**src/hdl/wpa_pkg.sv**
```systemverilog
// Shared types, constants and window lookup functions for the window pool allocator.
`default_nettype none

package wpa_pkg;

    // Default map depth in windows
    localparam int MAX_WINDOWS_DEF = 256;

    localparam int WIN_W  = 8;
    localparam int SIZE_W = 33;
    localparam int ADDR_W = 64;
    // Offset of a window inside the region: up to 404MB + 7 * 4GB
    localparam int OFF_W  = 36;
    localparam int STR_W  = 12;

    localparam logic [ADDR_W-1:0] REG_OFFSET = 64'h0000_0000_1fc0_0000;

    // Class sizes in bytes
    localparam logic [SIZE_W-1:0] BYTES_1M  = 33'h0_0010_0000;
    localparam logic [SIZE_W-1:0] BYTES_2M  = 33'h0_0020_0000;
    localparam logic [SIZE_W-1:0] BYTES_16M = 33'h0_0100_0000;
    localparam logic [SIZE_W-1:0] BYTES_4G  = 33'h1_0000_0000;

    // Class boundaries in window numbers
    localparam logic [WIN_W-1:0] M0_C1_START = 8'd156;
    localparam logic [WIN_W-1:0] M0_C2_START = 8'd166;
    localparam logic [WIN_W-1:0] M0_END      = 8'd186;
    localparam logic [WIN_W-1:0] M1_C1_START = 8'd202;
    localparam logic [WIN_W-1:0] M1_END      = 8'd210;

    // Byte offsets where the upper classes begin
    localparam logic [OFF_W-1:0] M0_C1_OFF = 36'd163577856;   // 156 x 1MB
    localparam logic [OFF_W-1:0] M0_C2_OFF = 36'd184549376;   // plus 10 x 2MB
    localparam logic [OFF_W-1:0] M1_C1_OFF = 36'd423624704;   // 202 x 2MB

    typedef enum logic [1:0] {
        CMD_ALLOC   = 2'd0,
        CMD_RELEASE = 2'd1,
        CMD_QUERY   = 2'd2,
        CMD_RSVD    = 2'd3
    } t_cmd;

    typedef enum logic [1:0] {
        ST_OK      = 2'd0,
        ST_NOFIT   = 2'd1,
        ST_INVALID = 2'd2
    } t_status;

    typedef enum logic {
        REG_MODE = 1'b0,
        REG_BASE = 1'b1
    } t_reg;

    typedef enum logic [2:0] {
        S_CLEAR,
        S_IDLE,
        S_RD,
        S_CHK,
        S_LOC,
        S_ADDR,
        S_SETUP
    } t_state;

    // Map word operations requested by the sequencer
    typedef struct packed {
        logic rd;
        logic clr;
        logic set;
        logic rel;
    } t_map_ctl;

    typedef struct packed {
        logic              ok;
        logic [SIZE_W-1:0] bytes;
        logic [OFF_W-1:0]  off;
    } t_loc;

    typedef struct packed {
        logic             ok;
        logic [WIN_W-1:0] lo;
        logic [WIN_W-1:0] hi;
    } t_range;

    // Class size and region offset of a window; ok is low when out of range
    function automatic t_loc locate(input logic mode, input logic [WIN_W-1:0] win);
        t_loc             loc;
        logic [OFF_W-1:0] w;
        loc = '0;
        w   = OFF_W'(win);
        if (!mode) begin
            if (win < M0_C1_START) begin
                loc.ok    = 1'b1;
                loc.bytes = BYTES_1M;
                loc.off   = w << 20;
            end else if (win < M0_C2_START) begin
                loc.ok    = 1'b1;
                loc.bytes = BYTES_2M;
                loc.off   = M0_C1_OFF + ((w - OFF_W'(M0_C1_START)) << 21);
            end else if (win < M0_END) begin
                loc.ok    = 1'b1;
                loc.bytes = BYTES_16M;
                loc.off   = M0_C2_OFF + ((w - OFF_W'(M0_C2_START)) << 24);
            end
        end else begin
            if (win < M1_C1_START) begin
                loc.ok    = 1'b1;
                loc.bytes = BYTES_2M;
                loc.off   = w << 21;
            end else if (win < M1_END) begin
                loc.ok    = 1'b1;
                loc.bytes = BYTES_4G;
                loc.off   = M1_C1_OFF + ((w - OFF_W'(M1_C1_START)) << 32);
            end
        end
        return loc;
    endfunction

    // Window range to search for a request: first fitting class up to the top
    function automatic t_range alloc_range(input logic mode, input logic [SIZE_W-1:0] req);
        t_range rng;
        rng = '0;
        if (!mode) begin
            rng.hi = M0_END;
            if (req <= BYTES_1M) begin
                rng.ok = 1'b1;
                rng.lo = '0;
            end else if (req <= BYTES_2M) begin
                rng.ok = 1'b1;
                rng.lo = M0_C1_START;
            end else if (req <= BYTES_16M) begin
                rng.ok = 1'b1;
                rng.lo = M0_C2_START;
            end
        end else begin
            rng.hi = M1_END;
            if (req <= BYTES_2M) begin
                rng.ok = 1'b1;
                rng.lo = '0;
            end else if (req <= BYTES_4G) begin
                rng.ok = 1'b1;
                rng.lo = M1_C1_START;
            end
        end
        return rng;
    endfunction

endpackage

`default_nettype wire

```
**src/hdl/wpa_map.sv**
```systemverilog
// Taken-window map held as 32-bit words, with read-modify-write and first-free search.
`default_nettype none

module wpa_map #(
    parameter int MAX_WINDOWS = wpa_pkg::MAX_WINDOWS_DEF
) (
    input  wire logic                                      i_clk,
    input  wire wpa_pkg::t_map_ctl                         i_ctl,
    input  wire logic [$clog2((MAX_WINDOWS + 31) / 32)-1:0] i_addr,
    input  wire logic [4:0]                                i_bit,
    input  wire logic [wpa_pkg::WIN_W-1:0]                 i_lo,
    input  wire logic [wpa_pkg::WIN_W-1:0]                 i_hi,
    output logic                                           o_hit,
    output logic [4:0]                                     o_hit_bit
);

    localparam int NW = (MAX_WINDOWS + 31) / 32;
    localparam int AW = $clog2(NW);
    localparam int IW = AW + 5;

    logic [31:0]   r_mem [NW];
    logic [31:0]   r_rdata;
    logic [AW-1:0] r_rd_word;
    logic [31:0]   free_bits;
    logic [31:0]   bit_mask;

    assign bit_mask = 32'd1 << i_bit;

    // Word memory: clear a whole word, or set or release one bit of the word just read
    always_ff @(posedge i_clk) begin
        if (i_ctl.clr) begin
            r_mem[i_addr] <= '0;
        end else if (i_ctl.set) begin
            r_mem[i_addr] <= r_rdata | bit_mask;
        end else if (i_ctl.rel) begin
            r_mem[i_addr] <= r_rdata & ~bit_mask;
        end
        if (i_ctl.rd) begin
            r_rdata   <= r_mem[i_addr];
            r_rd_word <= i_addr;
        end
    end

    // Free windows of the read word that fall inside the search range
    always_comb begin
        for (int j = 0; j < 32; j++) begin
            free_bits[j] = !r_rdata[j]
                && ({r_rd_word, 5'(j)} >= IW'(i_lo))
                && ({r_rd_word, 5'(j)} <  IW'(i_hi));
        end
    end

    // Lowest free bit
    always_comb begin
        o_hit_bit = '0;
        for (int j = 31; j >= 0; j--) begin
            if (free_bits[j]) begin
                o_hit_bit = 5'(j);
            end
        end
    end

    assign o_hit = |free_bits;

endmodule

`default_nettype wire

```
**src/hdl/window_pool_allocator.sv**
```systemverilog
// Top level of the window pool allocator: command sequencer, registers and address unit.
//
// Usage:
//   Commands enter on start while busy is low: allocate (requested size, 0 = any
//   window), release and query (window number). Each command gives exactly one
//   result, shown for one cycle with o_strobe; the receiver cannot hold it off.
//   Configuration: i_cfg_we writes i_cfg_data to register i_cfg_idx at once
//   (0 = arch mode, 1 = region base). A mode write starts a map clear.
// Sequencing (one command at a time, busy high meanwhile):
//   query or rejected command: locate, address and setup steps, then strobe;
//   release: map read and bit release first; allocate: a map read and check for
//   each map word searched until a free window or the last word. The search reads
//   one 32-bit map word at a time (registered read, then check and update).
//   One shared 64-bit adder forms the window address, then the setup address.
// Reset: control registers clear to zero, then a clear pass zeroes the map, one
//   word a cycle, (MAX_WINDOWS + 31) / 32 words (8 at the default); busy stays
//   high during it. The same pass runs after every mode write.
`default_nettype none

module window_pool_allocator #(
    parameter int MAX_WINDOWS = wpa_pkg::MAX_WINDOWS_DEF
) (
    input  wire logic                          i_clk,
    input  wire logic                          i_rst_n,
    // command request
    input  wire logic                          start,
    output logic                               busy,
    input  wire logic [1:0]                    i_command,
    input  wire logic [wpa_pkg::SIZE_W-1:0]    i_requested_size,
    input  wire logic [wpa_pkg::WIN_W-1:0]     i_window_number,
    // result
    output logic                               o_strobe,
    output logic [1:0]                         o_status,
    output logic [wpa_pkg::WIN_W-1:0]          o_granted_window,
    output logic [wpa_pkg::SIZE_W-1:0]         o_window_bytes,
    output logic [wpa_pkg::ADDR_W-1:0]         o_window_address,
    output logic [wpa_pkg::ADDR_W-1:0]         o_setup_reg_address,
    // configuration
    input  wire logic                          i_cfg_we,
    input  wire logic                          i_cfg_idx,
    input  wire logic [wpa_pkg::ADDR_W-1:0]    i_cfg_data
);

    localparam int NW = (MAX_WINDOWS + 31) / 32;
    localparam int AW = $clog2(NW);
    localparam logic [AW-1:0] LAST_WORD = AW'(NW - 1);

    // control registers
    wpa_pkg::t_state                r_state,  n_state;
    logic [AW-1:0]                  r_word,   n_word;
    logic                           r_done,   n_done;
    logic                           r_mode,   n_mode;
    logic [wpa_pkg::ADDR_W-1:0]     r_base,   n_base;
    // working and result registers
    wpa_pkg::t_cmd                  r_cmd,    n_cmd;
    wpa_pkg::t_status               r_status, n_status;
    logic [wpa_pkg::WIN_W-1:0]      r_win,    n_win;
    logic [wpa_pkg::WIN_W-1:0]      r_lo,     n_lo;
    logic [wpa_pkg::WIN_W-1:0]      r_hi,     n_hi;
    logic [AW-1:0]                  r_last,   n_last;
    wpa_pkg::t_loc                  r_loc,    n_loc;
    logic [wpa_pkg::SIZE_W-1:0]     r_bytes,  n_bytes;
    logic [wpa_pkg::ADDR_W-1:0]     r_addr,   n_addr;
    logic [wpa_pkg::ADDR_W-1:0]     r_setup,  n_setup;

    wpa_pkg::t_map_ctl              map_ctl;
    logic [AW-1:0]                  map_addr;
    logic [4:0]                     map_bit;
    logic                           map_hit;
    logic [4:0]                     map_hit_bit;

    wpa_pkg::t_range                rng;
    logic [wpa_pkg::WIN_W-1:0]      rng_hi_m1;
    wpa_pkg::t_loc                  in_loc;
    logic                           in_win_ok;
    logic [wpa_pkg::STR_W-1:0]      stride_off;
    logic [wpa_pkg::ADDR_W-1:0]     add_b;
    logic [wpa_pkg::ADDR_W-1:0]     add_sum;

    wpa_map #(
        .MAX_WINDOWS (MAX_WINDOWS)
    ) u_map (
        .i_clk     (i_clk),
        .i_ctl     (map_ctl),
        .i_addr    (map_addr),
        .i_bit     (map_bit),
        .i_lo      (r_lo),
        .i_hi      (r_hi),
        .o_hit     (map_hit),
        .o_hit_bit (map_hit_bit)
    );

    assign rng       = wpa_pkg::alloc_range(r_mode, i_requested_size);
    assign rng_hi_m1 = rng.hi - 8'd1;
    assign in_loc    = wpa_pkg::locate(r_mode, i_window_number);
    assign in_win_ok = in_loc.ok;

    // setup register stride: 8 bytes in mode 0, 12 bytes in mode 1
    assign stride_off = r_mode
        ? (wpa_pkg::STR_W'({r_win, 3'b000}) + wpa_pkg::STR_W'({r_win, 2'b00}))
        : wpa_pkg::STR_W'({r_win, 3'b000});

    // Shared address adder: window offset first, setup register offset next
    assign add_b   = (r_state == wpa_pkg::S_SETUP)
        ? (wpa_pkg::REG_OFFSET + wpa_pkg::ADDR_W'(stride_off))
        : wpa_pkg::ADDR_W'(r_loc.off);
    assign add_sum = r_base + add_b;

    // Sequencer: next state and map operations
    always_comb begin
        n_state  = r_state;
        n_word   = r_word;
        n_done   = 1'b0;
        n_mode   = r_mode;
        n_base   = r_base;
        n_cmd    = r_cmd;
        n_status = r_status;
        n_win    = r_win;
        n_lo     = r_lo;
        n_hi     = r_hi;
        n_last   = r_last;
        n_loc    = r_loc;
        n_bytes  = r_bytes;
        n_addr   = r_addr;
        n_setup  = r_setup;
        map_ctl  = '0;
        map_addr = r_word;
        map_bit  = r_win[4:0];

        case (r_state)
            wpa_pkg::S_CLEAR: begin
                map_ctl.clr = 1'b1;
                if (r_word == LAST_WORD) begin
                    n_state = wpa_pkg::S_IDLE;
                end else begin
                    n_word = r_word + AW'(1);
                end
            end
            wpa_pkg::S_IDLE: begin
                if (start) begin
                    n_cmd    = wpa_pkg::t_cmd'(i_command);
                    n_win    = i_window_number;
                    n_status = wpa_pkg::ST_OK;
                    n_state  = wpa_pkg::S_LOC;
                    case (wpa_pkg::t_cmd'(i_command))
                        wpa_pkg::CMD_ALLOC: begin
                            if (rng.ok) begin
                                n_lo    = rng.lo;
                                n_hi    = rng.hi;
                                n_word  = AW'(rng.lo[7:5]);
                                n_last  = AW'(rng_hi_m1[7:5]);
                                n_state = wpa_pkg::S_RD;
                            end else begin
                                n_status = wpa_pkg::ST_NOFIT;
                                n_win    = '0;
                            end
                        end
                        wpa_pkg::CMD_RELEASE: begin
                            if (in_win_ok) begin
                                n_word  = AW'(i_window_number[7:5]);
                                n_state = wpa_pkg::S_RD;
                            end else begin
                                n_status = wpa_pkg::ST_INVALID;
                            end
                        end
                        wpa_pkg::CMD_QUERY: begin
                            // range check happens in the locate step
                        end
                        default: begin
                            n_status = wpa_pkg::ST_INVALID;
                        end
                    endcase
                end
            end
            wpa_pkg::S_RD: begin
                map_ctl.rd = 1'b1;
                n_state    = wpa_pkg::S_CHK;
            end
            wpa_pkg::S_CHK: begin
                if (r_cmd == wpa_pkg::CMD_RELEASE) begin
                    map_ctl.rel = 1'b1;
                    n_state     = wpa_pkg::S_LOC;
                end else if (map_hit) begin
                    map_ctl.set = 1'b1;
                    map_bit     = map_hit_bit;
                    n_win       = wpa_pkg::WIN_W'({r_word, map_hit_bit});
                    n_state     = wpa_pkg::S_LOC;
                end else if (r_word == r_last) begin
                    n_status = wpa_pkg::ST_NOFIT;
                    n_win    = '0;
                    n_state  = wpa_pkg::S_LOC;
                end else begin
                    n_word  = r_word + AW'(1);
                    n_state = wpa_pkg::S_RD;
                end
            end
            wpa_pkg::S_LOC: begin
                n_loc = wpa_pkg::locate(r_mode, r_win);
                if (r_status == wpa_pkg::ST_OK && !n_loc.ok) begin
                    n_status = wpa_pkg::ST_INVALID;
                end
                n_state = wpa_pkg::S_ADDR;
            end
            wpa_pkg::S_ADDR: begin
                if (r_status == wpa_pkg::ST_OK) begin
                    n_bytes = r_loc.bytes;
                    n_addr  = add_sum;
                end else begin
                    n_bytes = '0;
                    n_addr  = '0;
                end
                n_state = wpa_pkg::S_SETUP;
            end
            wpa_pkg::S_SETUP: begin
                if (r_status == wpa_pkg::ST_OK) begin
                    n_setup = add_sum;
                end else begin
                    n_setup = '0;
                end
                n_done  = 1'b1;
                n_state = wpa_pkg::S_IDLE;
            end
            default: begin
                n_state = wpa_pkg::S_CLEAR;
                n_word  = '0;
            end
        endcase

        // configuration writes; a mode write restarts the map clear
        if (i_cfg_we) begin
            if (i_cfg_idx == wpa_pkg::REG_MODE) begin
                n_mode  = i_cfg_data[0];
                n_state = wpa_pkg::S_CLEAR;
                n_word  = '0;
            end else begin
                n_base = i_cfg_data;
            end
        end
    end

    // Control registers
    always_ff @(posedge i_clk) begin
        if (!i_rst_n) begin
            r_state <= wpa_pkg::S_CLEAR;
            r_word  <= '0;
            r_done  <= 1'b0;
            r_mode  <= 1'b0;
            r_base  <= '0;
        end else begin
            r_state <= n_state;
            r_word  <= n_word;
            r_done  <= n_done;
            r_mode  <= n_mode;
            r_base  <= n_base;
        end
    end

    // Working and result registers
    always_ff @(posedge i_clk) begin
        r_cmd    <= n_cmd;
        r_status <= n_status;
        r_win    <= n_win;
        r_lo     <= n_lo;
        r_hi     <= n_hi;
        r_last   <= n_last;
        r_loc    <= n_loc;
        r_bytes  <= n_bytes;
        r_addr   <= n_addr;
        r_setup  <= n_setup;
    end

    assign busy                = (r_state != wpa_pkg::S_IDLE);
    assign o_strobe            = r_done;
    assign o_status            = r_status;
    assign o_granted_window    = r_win;
    assign o_window_bytes      = r_bytes;
    assign o_window_address    = r_addr;
    assign o_setup_reg_address = r_setup;

endmodule

`default_nettype wire

```
**config.mk**
```make
export PLATFORM = sky130hd
export DESIGN_NAME = window_pool_allocator
export DESIGN_NICKNAME = d
export VERILOG_FILES = /design/src/hdl/wpa_pkg.sv /design/src/hdl/wpa_map.sv /design/src/hdl/window_pool_allocator.sv
export SDC_FILE = /design/constraint.sdc
export NUM_CORES = 1
export LEC_CHECK = 0
export ABC_AREA = 1
export BUFFER_PORTS_ARGS = -buffer_cell sky130_fd_sc_hd__buf_4
export CORE_ASPECT_RATIO = 0.8
export CORE_UTILIZATION = 45
export DETAILED_ROUTE_END_ITERATION = 12
export GPL_ROUTABILITY_DRIVEN = 0
export HOLD_SLACK_MARGIN = 0.1
export MAX_ROUTING_LAYER = met4
export PLACE_DENSITY = 0.71
export SLEW_MARGIN = 20
export SYNTH_ARGS = -nofsm -noshare
export SYNTH_HDL_FRONTEND = slang
export SYNTH_SLANG_ARGS = --single-unit
```
**constraint.sdc**
```tcl
create_clock -name i_clk -period 8.96 [get_ports i_clk]
set_clock_uncertainty 0.05 [all_clocks]
set_input_delay 1.792 -clock i_clk [delete_from_list [all_inputs] [get_ports i_clk]]
set_output_delay 1.792 -clock i_clk [all_outputs]
set_load 0.05 [all_outputs]
```
# Yosys cells after proc, flatten, opt, wreduce, memory -nomap -nowiden
# Memories as Yosys holds them, arrays and structs flattened. A register that Yosys moved wholly into a read port is not among the register bits.
# Index checks and enable logic that the tools add are counted.
dict set report classes {
  n_addsub 17
  order_cmp 78
  eq_ne 18
  shift 1
  n_mux 113
  n_bitwise 6
  reduce_logical 111
}
# op count
set op_table {}
lappend op_table {{$mux W70} 13}
lappend op_table {{$ge A8 B8 Y1} 32}
lappend op_table {{$lt A8 B8 Y1} 32}
lappend op_table {{$mux W5} 35}
lappend op_table {{$lt A8 B8 Y1 const B} 10}
lappend op_table {{$add A29 B36 Y36 const A} 2}
lappend op_table {{$add A29 B33 Y34 const A} 2}
lappend op_table {{$logic_and A1 B1 Y1} 65}
lappend op_table {{$add A64 B36 Y64} 1}
lappend op_table {{$mux W32} 2}
lappend op_table {{$mux W64} 1}
lappend op_table {{$add A29 B30 Y31 const A} 2}
lappend op_table {{$mux W3} 18}
lappend op_table {{$mux W8} 6}
lappend op_table {{$mux W9} 5}
lappend op_table {{$mux W36} 1}
lappend op_table {{$sub A8 B8 Y9 const B} 4}
lappend op_table {{$le A33 B21 Y1 const B} 1}
lappend op_table {{$le A33 B22 Y1 const B} 1}
lappend op_table {{$le A33 B25 Y1 const B} 1}
lappend op_table {{$le A33 B33 Y1 const B} 1}
lappend op_table {{$logic_not A1 Y1} 33}
lappend op_table {{$and A32 B32 Y32} 1}
lappend op_table {{$not A32 Y32} 1}
lappend op_table {{36 further kinds} 74}
dict set report word_totals {
  regBits 336
  ram_bits 256
  in_bits 112
  out_inout_bits 173
  word_cells 362
  memories 1
}
# name words word_bits read_ports rd_ports_with_merged_regs wr line_no
set memory_table {}
lappend memory_table {u_map.r_mem 8 32 1 1 1 wpa_map.sv:21} ;# logic [31:0] r_mem [NW];

# Logic depth before layout (Yosys ltp)
# Gate-level depths: netlist of run 1.
dict set report depth {
  depth_word 42
  mapped_depth 45
  depth_no_buf 44
}

# By module
# Synthesis of run 1 repeated with hierarchy kept, for this count alone.
dict set report unflattened {
  hier_cells 2647
  hier_area_um2 26112.5
}
# module n_inst cells_per_inst area_per_inst_um2 seq_area_each_um2
set modules_own_cells {}
lappend modules_own_cells {window_pool_allocator 1 1612 13570.5 6636.4}
lappend modules_own_cells {wpa_map 1 1035 12542.0 8738.4}

# Least setup slack after synthesis of run 1
# OpenSTA, ideal clock, no wires.
dict set report synth_path {
  path_kind {reg-to-reg}
  startpoint {reg r_state[1]}
  endpoint {reg r_setup (netlist bit o_setup_reg_address[57]) (data pin)}
  setup_ns 0.274
  arrival_time_ns 5.621
  required_ns 8.636
  setup_slack_ns 3.016
  path_stages_with_launch 34
  n_path_buf 1
  period_less_slack_ns 5.944
  path_cell_list {dfxtp_1 inv_1 nor2_1 inv_1 nor2_1 clkbuf_1 o21ai_0 a21oi_1 ha_1 nand2_1 o21ai_2 inv_2 o21ai_2 inv_2 nor2_1 nor2_1 o21bai_2 nand2_1 inv_2 o21ai_2 nor2_2 nand4_2 nor2_1 nand2_1 o21bai_2 nand3_1 nand2_1 a21boi_1 o21ai_2 nand4_1 nor2_2 nand2_1 nor2_1 nor3_1}
}
dict set report synth_via {
  elab_chain_cells 4
}
# item line_no
set synth_rtl {}
lappend synth_rtl {{from (decl)} window_pool_allocator.sv:49} ;# wpa_pkg::t_state r_state, n_state;
lappend synth_rtl {{from (signal assigned)} window_pool_allocator.sv:244} ;# r_state <= wpa_pkg::S_CLEAR;
lappend synth_rtl {{from (signal assigned)} window_pool_allocator.sv:250} ;# r_state <= n_state;
lappend synth_rtl {{$eq A3 B3 Y1} window_pool_allocator.sv:104} ;# assign add_b = (r_state == wpa_pkg::S_SETUP)
lappend synth_rtl {{$mux W36} window_pool_allocator.sv:105} ;# ? (wpa_pkg::REG_OFFSET + wpa_pkg::ADDR_W'(stride_off))
lappend synth_rtl {{$add A64 B36 Y64} window_pool_allocator.sv:107} ;# assign add_sum = r_base + add_b;
lappend synth_rtl {{$mux W64} window_pool_allocator.sv:215} ;# if (r_status == wpa_pkg::ST_OK) begin
lappend synth_rtl {{to (signal assigned)} window_pool_allocator.sv:269} ;# r_setup <= n_setup;
lappend synth_rtl {{to (decl)} window_pool_allocator.sv:64} ;# logic [wpa_pkg::ADDR_W-1:0] r_setup, n_setup;
# No other way between the ends.
# A chain may end at the register's enable or synchronous reset.

# Worst setup path after layout of run 1
dict set report layout_path {
  startpoint {reg r_win (netlist bit o_granted_window[1])}
  endpoint {reg r_addr (netlist bit o_window_address[57]) (data pin)}
}
dict set report layout_via {
  elab_chain_cells 6
}
# item line_no
set layout_rtl {}
lappend layout_rtl {{from (decl)} window_pool_allocator.sv:57} ;# logic [wpa_pkg::WIN_W-1:0] r_win, n_win;
lappend layout_rtl {{from (signal assigned)} window_pool_allocator.sv:262} ;# r_win <= n_win;
lappend layout_rtl {{$add A11 B10 Y12} window_pool_allocator.sv:100} ;# ? (wpa_pkg::STR_W'({r_win, 3'b000}) + wpa_pkg::STR_W'({r_win, 2'b00}))
lappend layout_rtl {{$mux W12 *} window_pool_allocator.sv:100}
lappend layout_rtl {{$add A29 B12 Y30 *} window_pool_allocator.sv:105}
lappend layout_rtl {{$mux W36 *} window_pool_allocator.sv:105}
lappend layout_rtl {{$add A64 B36 Y64 *} window_pool_allocator.sv:107}
lappend layout_rtl {{$mux W64 *} window_pool_allocator.sv:205} ;# if (r_status == wpa_pkg::ST_OK) begin
lappend layout_rtl {{to (signal assigned)} window_pool_allocator.sv:268} ;# r_addr <= n_addr;
lappend layout_rtl {{to (decl)} window_pool_allocator.sv:63} ;# logic [wpa_pkg::ADDR_W-1:0] r_addr, n_addr;
# Every way passes the cells marked *; elsewhere a longest branch is shown, timed or not.

==> results by group, run 1 <==
STA
  – Worst Max-Slew Pin Slew: roughly 1.1 ns
  – Max Fclk: 173 MHz
  – Final period utilization: 0.645
  – Setup TNS: 0 ns
  – RSZ-0062 raised after global routing: no
  – Final Hold Vio Count: 0
  – Tmin final: 5.78 ns
  – Final Slew Violations: 0
  – Relative slew slack: 0.236
  – # setup viols final: 0

Critical path
  – Crit-path slowest cell: edfxtp_1
  – Crit path arrival time: 6.06 ns
  – Crit path max fanout: 14
  – CP Data Required Time: 9.24 ns
  – Critical path's most frequent cell: nand2_1
  – Reg2Reg Depth: 32
  – Startpoint types: flip-flop
  – Max incr delay on CP: 0.68 ns
  – Crit path capture type: flip-flop
  – Worst setup path class: reg2reg

Floorplan
  – IO Count: between 200 and 300
  – CORE AREA: roughly 0.054 mm^2
  – Vert. Die Dim: 211 um
  – Chip Width: 264 um
  – Starting Density: 0.457
  – Die footprint: ~0.056 mm^2
  – # rows: 76

Route
  – Via density per instance: approximately 5.6
  – DRT Wirelength: 65,400 um
  – DRT antenna net count: 0
  – Drt first pass iters: 6
  – Via count: around 19k
  – DRC errors left: 0
  – WL/cell: 19.5 um
  – DR iter-0 viols: 2,322

Run status
  – Outcome: completed

Yosys
  – Post-synth top area share: 0.565
  – Ys Warns: 0
  – Synth area leader: edfxtp_1
  – Top cells by area, synth: edfxtp_1, nand2_1, dfxtp_1, nor2_1, inv_1
  – Post-synth cell types: 55
  – Top FF cell, synth: edfxtp_1
  – Post-Synthesis Cell Area: 0.0247 mm^2
  – Number of synthesized flops with an enable pin: 464
  – Post-synthesis register bit count: between 500 and 600
  – Asr flop ratio synth: 0
  – Register area share after synthesis: 0.624
  – Post-Syn Instances: 2,351
  – Synth Area per Inst: 10.5 um^2

Cells and area
  – Ant. Diodes: 0
  – Reg area: 0.0154 mm^2
  – # fillers: between 4k and 5k
  – Nets: 2,783
  – Layout overhead on the synthesized area: 18.5%
  – Footprint of the multi-input gates: about 0.0081 mm^2
  – Share of cells above drive strength 1: 0.173
  – Final Cell Area: 0.0292 mm^2

GRT
  – First-pass GRT wire length: 100,000 um
  – M1 GR Usage: 0.318
  – Largest net degree at the start of global routing: 86
  – Grt total ovfl: 0
  – Most Crowded Layer GR: met2
  – Initial antenna violation count: 0
  – M3 GR Usage: 0.0347
  – Vias in the first global route: 17.8k
  – GRT Total Usage: 0.237
  – Met2 global-route usage: 0.381

CTS
  – Clock transition at path regs: 0.06 ns
  – Cts repair resizes: 0
  – Hold-fix buffers at CTS: 0
  – CTS Buffer Depth: 3
  – Clock Latency Late Sink: 0.61 ns
  – Clk root buf: clkbuf_16
  – CTS tree: built
  – Depth of the CTS H-tree: 2
  – Clock tree sinks: between 500 and 600
  – Post-CTS setup buffer count: 0
  – CTS buffer count: 52

Job
  – Max cap viols: 0

Min path
  – Worst Hold Path Cells: 2
  – Hold Path Class: reg2reg

Place
  – IO buf count: roughly 260
  – Post-DP HPWL: 42,600 um
  – Post-DP Area: 0.0273 mm^2

Power
  – PD cells: 187 mW/mm^2
  – Worst VDD drop: ~0.00015 V
  – Power Total: 0.00547 W
  – Leakage: 11.1 nW
[power by group]
| part | total (W) | switching, W | internal [W] |
|---|---|---|---|
| logic | 0.000302 | 0.000200 | 0.000102 |
| clock network | 0.00239 | 0.000975 | 0.00142 |
| registers | 0.00278 | 0.0000295 | 0.00275 |
| total | 0.00547 | 0.00120 | 0.00427 |
[layout make-up]
cell class	instances	share of cell area
sequential	536	0.526
multi-input combinational	1490	0.276
timing repair buffer	280	0.0719
clock buffer	58	0.0464
inverter	246	0.0316
tap	702	0.0301
clock inverter	38	0.0178
[critical path, delay by kind of cell (launching register included)]
| kind | cells | cell delay (ns) |
|---|---|---|
| compound gates | 11 | 1.79 |
| simple gates | 15 | 1.59 |
| fa+ha+maj | 2 | 0.80 |
| flops | 1 | 0.68 |
| buf+inv | 3 | 0.38 |
| xor+xnor | 1 | 0.17 |
[synth_stat cells (7+ instances only)]
library cell and instances:
buf_4 29, or2_2 9, buf_2 7, nor2_2 10
o21a_1 8, a31oi_1 11, o21ai_0 151, xnor2_1 9
edfxtp_1 464, ha_1 63, inv_1 224, nor4_1 12
inv_2 14, a221oi_1 31, nand2_1 392, nor2_1 270
a22o_1 21, nand3_1 85, a21oi_1 142, nor3_1 51
nand4_1 42, clkbuf_1 63, a211oi_1 7, dfxtp_1 72
xor2_1 17, o22ai_1 7, o21ai_2 11, o21bai_1 17
a22oi_1 41, clkinv_1 8
[metrics by stage]
stage	cells	hold WS, ns	util	worst slack, ns
global route	3350	0.443	0.541	2.63
detailed placement	3254	0.405	0.506	3.27
CTS	3350	0.424	0.541	3.26
global placement	3254	0.391	0.506	3.49
floorplan	2379	0.378	-	3.02
finish	3350	0.422	0.541	3.18
[metal layers]
metal  share of wire  wire [um]
met5               0          0
met4           0.019       1250
met3           0.085       5530
met2            0.47      30800
met1            0.42      27800
[path summary, 6_finish.rpt]
| kind | from | to | slack (ns) |
|---|---|---|---|
| worst max-delay path | o_granted_window[1]$_DFFE_PP_ | o_window_address[57]$_DFFE_PN_ | 3.18 |
| worst min-delay path | r_base[1]$_SDFFE_PN0P_ | r_base[1]$_SDFFE_PN0P_ | 0.42 |
| worst max register to register | o_granted_window[1]$_DFFE_PP_ | o_window_address[57]$_DFFE_PN_ | 3.18 |
| worst min register to register | r_base[1]$_SDFFE_PN0P_ | r_base[1]$_SDFFE_PN0P_ | 0.42 |
[cell usage in the layout, fill, tap and decap left out, types with 53 or more instances in the layout]
| cell | n |
|---|---|
| edfxtp_1 | 464 |
| a21oi_1 | 142 |
| nand2_1 | 391 |
| clkbuf_16 | 53 |
| inv_1 | 224 |
| dfxtp_1 | 72 |
| nand3_1 | 85 |
| buf_4 | 280 |
| ha_1 | 63 |
| o21ai_0 | 151 |
| nor2_1 | 258 |
[cell families (layout without fill, tap and decap cells)]
logic type | count (synthesis) | in the layout | share of synthesized area
AND/OR/NAND/NOR | 895 | 895 | 0.156
flip-flops | 536 | 536 | 0.624
AO/OA/AOI/OAI | 475 | 475 | 0.118
buffers and inverters | 353 | 622 | 0.0591
adder cells (fa/ha/maj) | 65 | 65 | 0.0336
XOR/XNOR | 26 | 26 | 0.00923
other | 1 | 29 | 0.000152
[sequential cells by signal, indices dropped and copies added, names as in the netlist, 4 cells and up]
name and cells:
u_map.r_rdata 32, r_lo 7, o_window_bytes 4, o_window_address 64
o_granted_window 8, r_loc 20, u_map.r_mem 256, o_setup_reg_address 64
r_base 64
Note: power is estimated with default switching activity, not from simulation.
==> run 2, diff against run 1 <==
- clock period: 8.96 -> 5.45 ns (I/O delays scaled with it)
==> run 2 against run 1 <==
Against the previous run: cell count rose by 1.1%; clock power rose by 52%; global-route usage about the same; register-to-register slack lost 2.8 ns; setup slack worse by 2.8 ns; count of clock-buffer cells in the layout up 8; critical path depth shrank 1; non-clock buffer count is 39 higher; die area unchanged; maximum frequency increased by 13%; final area rose by 0.72%; critical endpoint is now o_setup_reg_address[62]$_DFFE_PP_; highest routed layer unchanged.
==> results by group, run 2 (synthesized netlist as in run 1, its figures left out) <==
Run status
  – Outcome: completed (unchanged)

GRT
  – Initial antenna violation count: 0 (unchanged)
  – First-pass GRT wire length: 100,000 um (about the same)
  – GRT Total Usage: 0.237 (about the same)
  – Largest net degree at the start of global routing: 86 (unchanged)
  – Grt total ovfl: 0 (unchanged)
  – Vias in the first global route: 17.7k (was 17.8k)

Min path
  – Hold EP: r_base[0]$_SDFFE_PN0P_ (was r_base[1]$_SDFFE_PN0P_)
  – Worst Hold Path Cells: 2 (unchanged)
  – Hold Path Class: reg2reg (unchanged)
  – Hold path startpoint: r_base[0]$_SDFFE_PN0P_ (was r_base[1]$_SDFFE_PN0P_)

Floorplan
  – # rows: 76 (unchanged)
  – Die footprint: 0.0557 mm^2 (unchanged)
  – Chip Width: 264 um (unchanged)
  – Starting Density: 0.457 (unchanged)
  – IO Count: 285 (unchanged)
  – CORE AREA: 0.0540 mm^2 (unchanged)
  – Vert. Die Dim: 211 um (unchanged)

Route
  – Drt first pass iters: 5 (was 6)
  – DR iter-0 viols: 1,929 (was 2,322)
  – WL/cell: 19.1 um (was 19.5 um)
  – Via density per instance: 5.53 (was 5.60)
  – DRC errors left: 0 (unchanged)
  – DRT Wirelength: 64,900 um (was 65,400 um)
  – DRT antenna net count: 0 (unchanged)
  – Via count: 18.7k (was 18.8k)

Cells and area
  – Largest register FFs: 256 (unchanged)
  – Final core utilization: 0.545 (was 0.541)
  – Commonest non-fill, non-tap cell in the layout: edfxtp_1 (unchanged)
  – Fin cells: 3,387 (was 3,350)
  – Layout overhead on the synthesized area: 19.4% (was 18.5%)
  – Ant. Diodes: 0 (unchanged)
  – Nets: 2,821 (was 2,783)
  – # fillers: 4,513 (was 4,503)
  – Share of cells above drive strength 1: 0.187 (was 0.173)
  – Top reg by flops: u_map.r_mem (unchanged)
  – Commonest non-fill, non-tap cells in the layout: edfxtp_1, nand2_1, buf_4, nor2_1, inv_1 (unchanged)

Power
  – PD cells: 296 mW/mm^2 (was 187 mW/mm^2)
  – Leakage: 11.3 nW (was 11.1 nW)
  – Worst VDD drop: 0.000323 V (was 0.000147 V)

STA
  – Setup TNS: 0 ns (unchanged)
  – # setup viols final: 0 (unchanged)
  – Relative slew slack: 0.230 (was 0.236)
  – Worst Max-Slew Pin Slew: 1.15 ns (was 1.14 ns)
  – Final period utilization: 0.939 (was 0.645)
  – Max Fclk: 195 MHz (was 173 MHz)
  – Final Hold Vio Count: 0 (unchanged)
  – Tmin final: 5.12 ns (was 5.78 ns)
  – Final Slew Violations: 0 (unchanged)

Critical path
  – Worst setup path class: reg2reg (unchanged)
  – Delay-heaviest family, CP: simple AND/OR/NAND/NOR gates (was compound AO/OA/AOI/OAI gates)
  – CP Data Required Time: 5.85 ns (was 9.24 ns)
  – Max incr delay on CP: 0.48 ns (was 0.68 ns)
  – Crit path capture type: flip-flop (unchanged)
  – Stages on worst setup path: 31 (was 32)
  – RR Endpoint: o_setup_reg_address[62]$_DFFE_PP_ (was o_window_address[57]$_DFFE_PN_)
  – Startpoint types: flip-flop (unchanged)
  – Crit path max fanout: 5 (was 14)
  – Reg2Reg Depth: 31 (was 32)
  – Critical path's most frequent cell: a21oi_2 (was nand2_1)
  – Reg2reg setup slack: 0.33 ns (was 3.18 ns)
  – Worst flop-to-flop path startpoint: o_granted_window[1]$_DFFE_PP_ (unchanged)
  – Crit path arrival time: 5.52 ns (was 6.06 ns)
  – Buffers & Inverters on Critical Path: 2 (was 3)
  – Crit-path slowest cell: edfxtp_1 (unchanged)

CTS
  – Depth of the CTS H-tree: 2 (unchanged)
  – Clock Latency Late Sink: 0.60 ns (was 0.61 ns)
  – Hold-fix buffers at CTS: 0 (unchanged)
  – CTS tree: built (unchanged)
  – Clk root buf: clkbuf_16 (unchanged)
  – CTS Buffer Depth: 3 (unchanged)
  – Clock tree sinks: 536 (unchanged)
  – CTS buffer count: 51 (was 52)
  – Clock transition at path regs: 0.06 ns (about the same)

Place
  – IO buf count: 255 (unchanged)
  – # placed instances: 3,278 (was 3,254)
  – Post-DP HPWL: 42,500 um (was 42,600 um)

Job
  – Max cap viols: 0 (unchanged)
==> run 2: cell count changes in the layout (fill, tap and decap cells not counted), sizes merged <==
cell      change
clkbuf        +8
clkinvlp      -3
bufinv        -4
inv           -3
buf          +39
==> run 2: layout make-up <==
type | count | area (um^2) | share of cell area
inverter | 246 | 923 | 0.0314
multi-input combinational | 1490 | 8130 | 0.276
timing repair buffer | 319 | 2410 | 0.0818
clock buffer | 66 | 1370 | 0.0466
clock inverter | 28 | 347 | 0.0118
sequential | 536 | 15400 | 0.522
tap | 702 | 878 | 0.0298
==> run 2: stage by stage <==
stage	total power [W]	setup WS, ns	hold slack, ns	area [um^2]
3_5_place_dp	0.00515	0.240	0.404	27500
6_report	0.00871	0.332	0.406	29400
2_1_floorplan	0.00496	-0.210	0.378	24800
3_3_place_gp	0.00514	0.330	0.391	27500
4_1_cts	0.00876	0.219	0.412	29200
5_1_grt	0.00898	-0.0707	0.427	29400
==> run 2: how the worst max path moves through the flow <==
| stage | endpoint | from |
|---|---|---|
| after floorplan | u_map.r_mem[0][0]$_DFFE_PP_ | u_map.r_rd_word[2]$_DFFE_PP_ |
| after global placement | o_setup_reg_address[57]$_DFFE_PP_ | o_granted_window[1]$_DFFE_PP_ |
| after detailed placement | o_window_address[57]$_DFFE_PN_ | o_granted_window[1]$_DFFE_PP_ |
| after CTS | o_window_address[57]$_DFFE_PN_ | o_granted_window[1]$_DFFE_PP_ |
| after global routing | o_setup_reg_address[62]$_DFFE_PP_ | o_granted_window[1]$_DFFE_PP_ |
| final | o_setup_reg_address[62]$_DFFE_PP_ | o_granted_window[1]$_DFFE_PP_ |
==> run 2: power by group <==
part           switching [W]  internal (W)
Combinational       0.000331      0.000173
Sequential         0.0000503       0.00452
Clock                0.00152       0.00212
Total                0.00190       0.00681
==> run 2: worst min-delay path, stage by stage, from the launching register on <==
cell,delay (ns)
dfxtp_1,0.29
inv_1,0.06
a21oi_1,0.05
==> run 2: what timing repair did <==
item | in CTS | in global routing
setup buffers | 0 | 15
hold endpoints to repair | 0 | 0
endpoints found under the setup margin | 0 | 38
gates resized for setup | 0 | 20
==> run 2: per-layer routing <==
metal | GRT usage | vias up | wire length [um]
li1 | - | 8782 | -
met1 | 0.319 | 8991 | 27800
met2 | 0.374 | 823 | 30300
met3 | 0.0335 | 135 | 5130
met4 | 0.0726 | 0 | 1670
met5 | - | - | 0
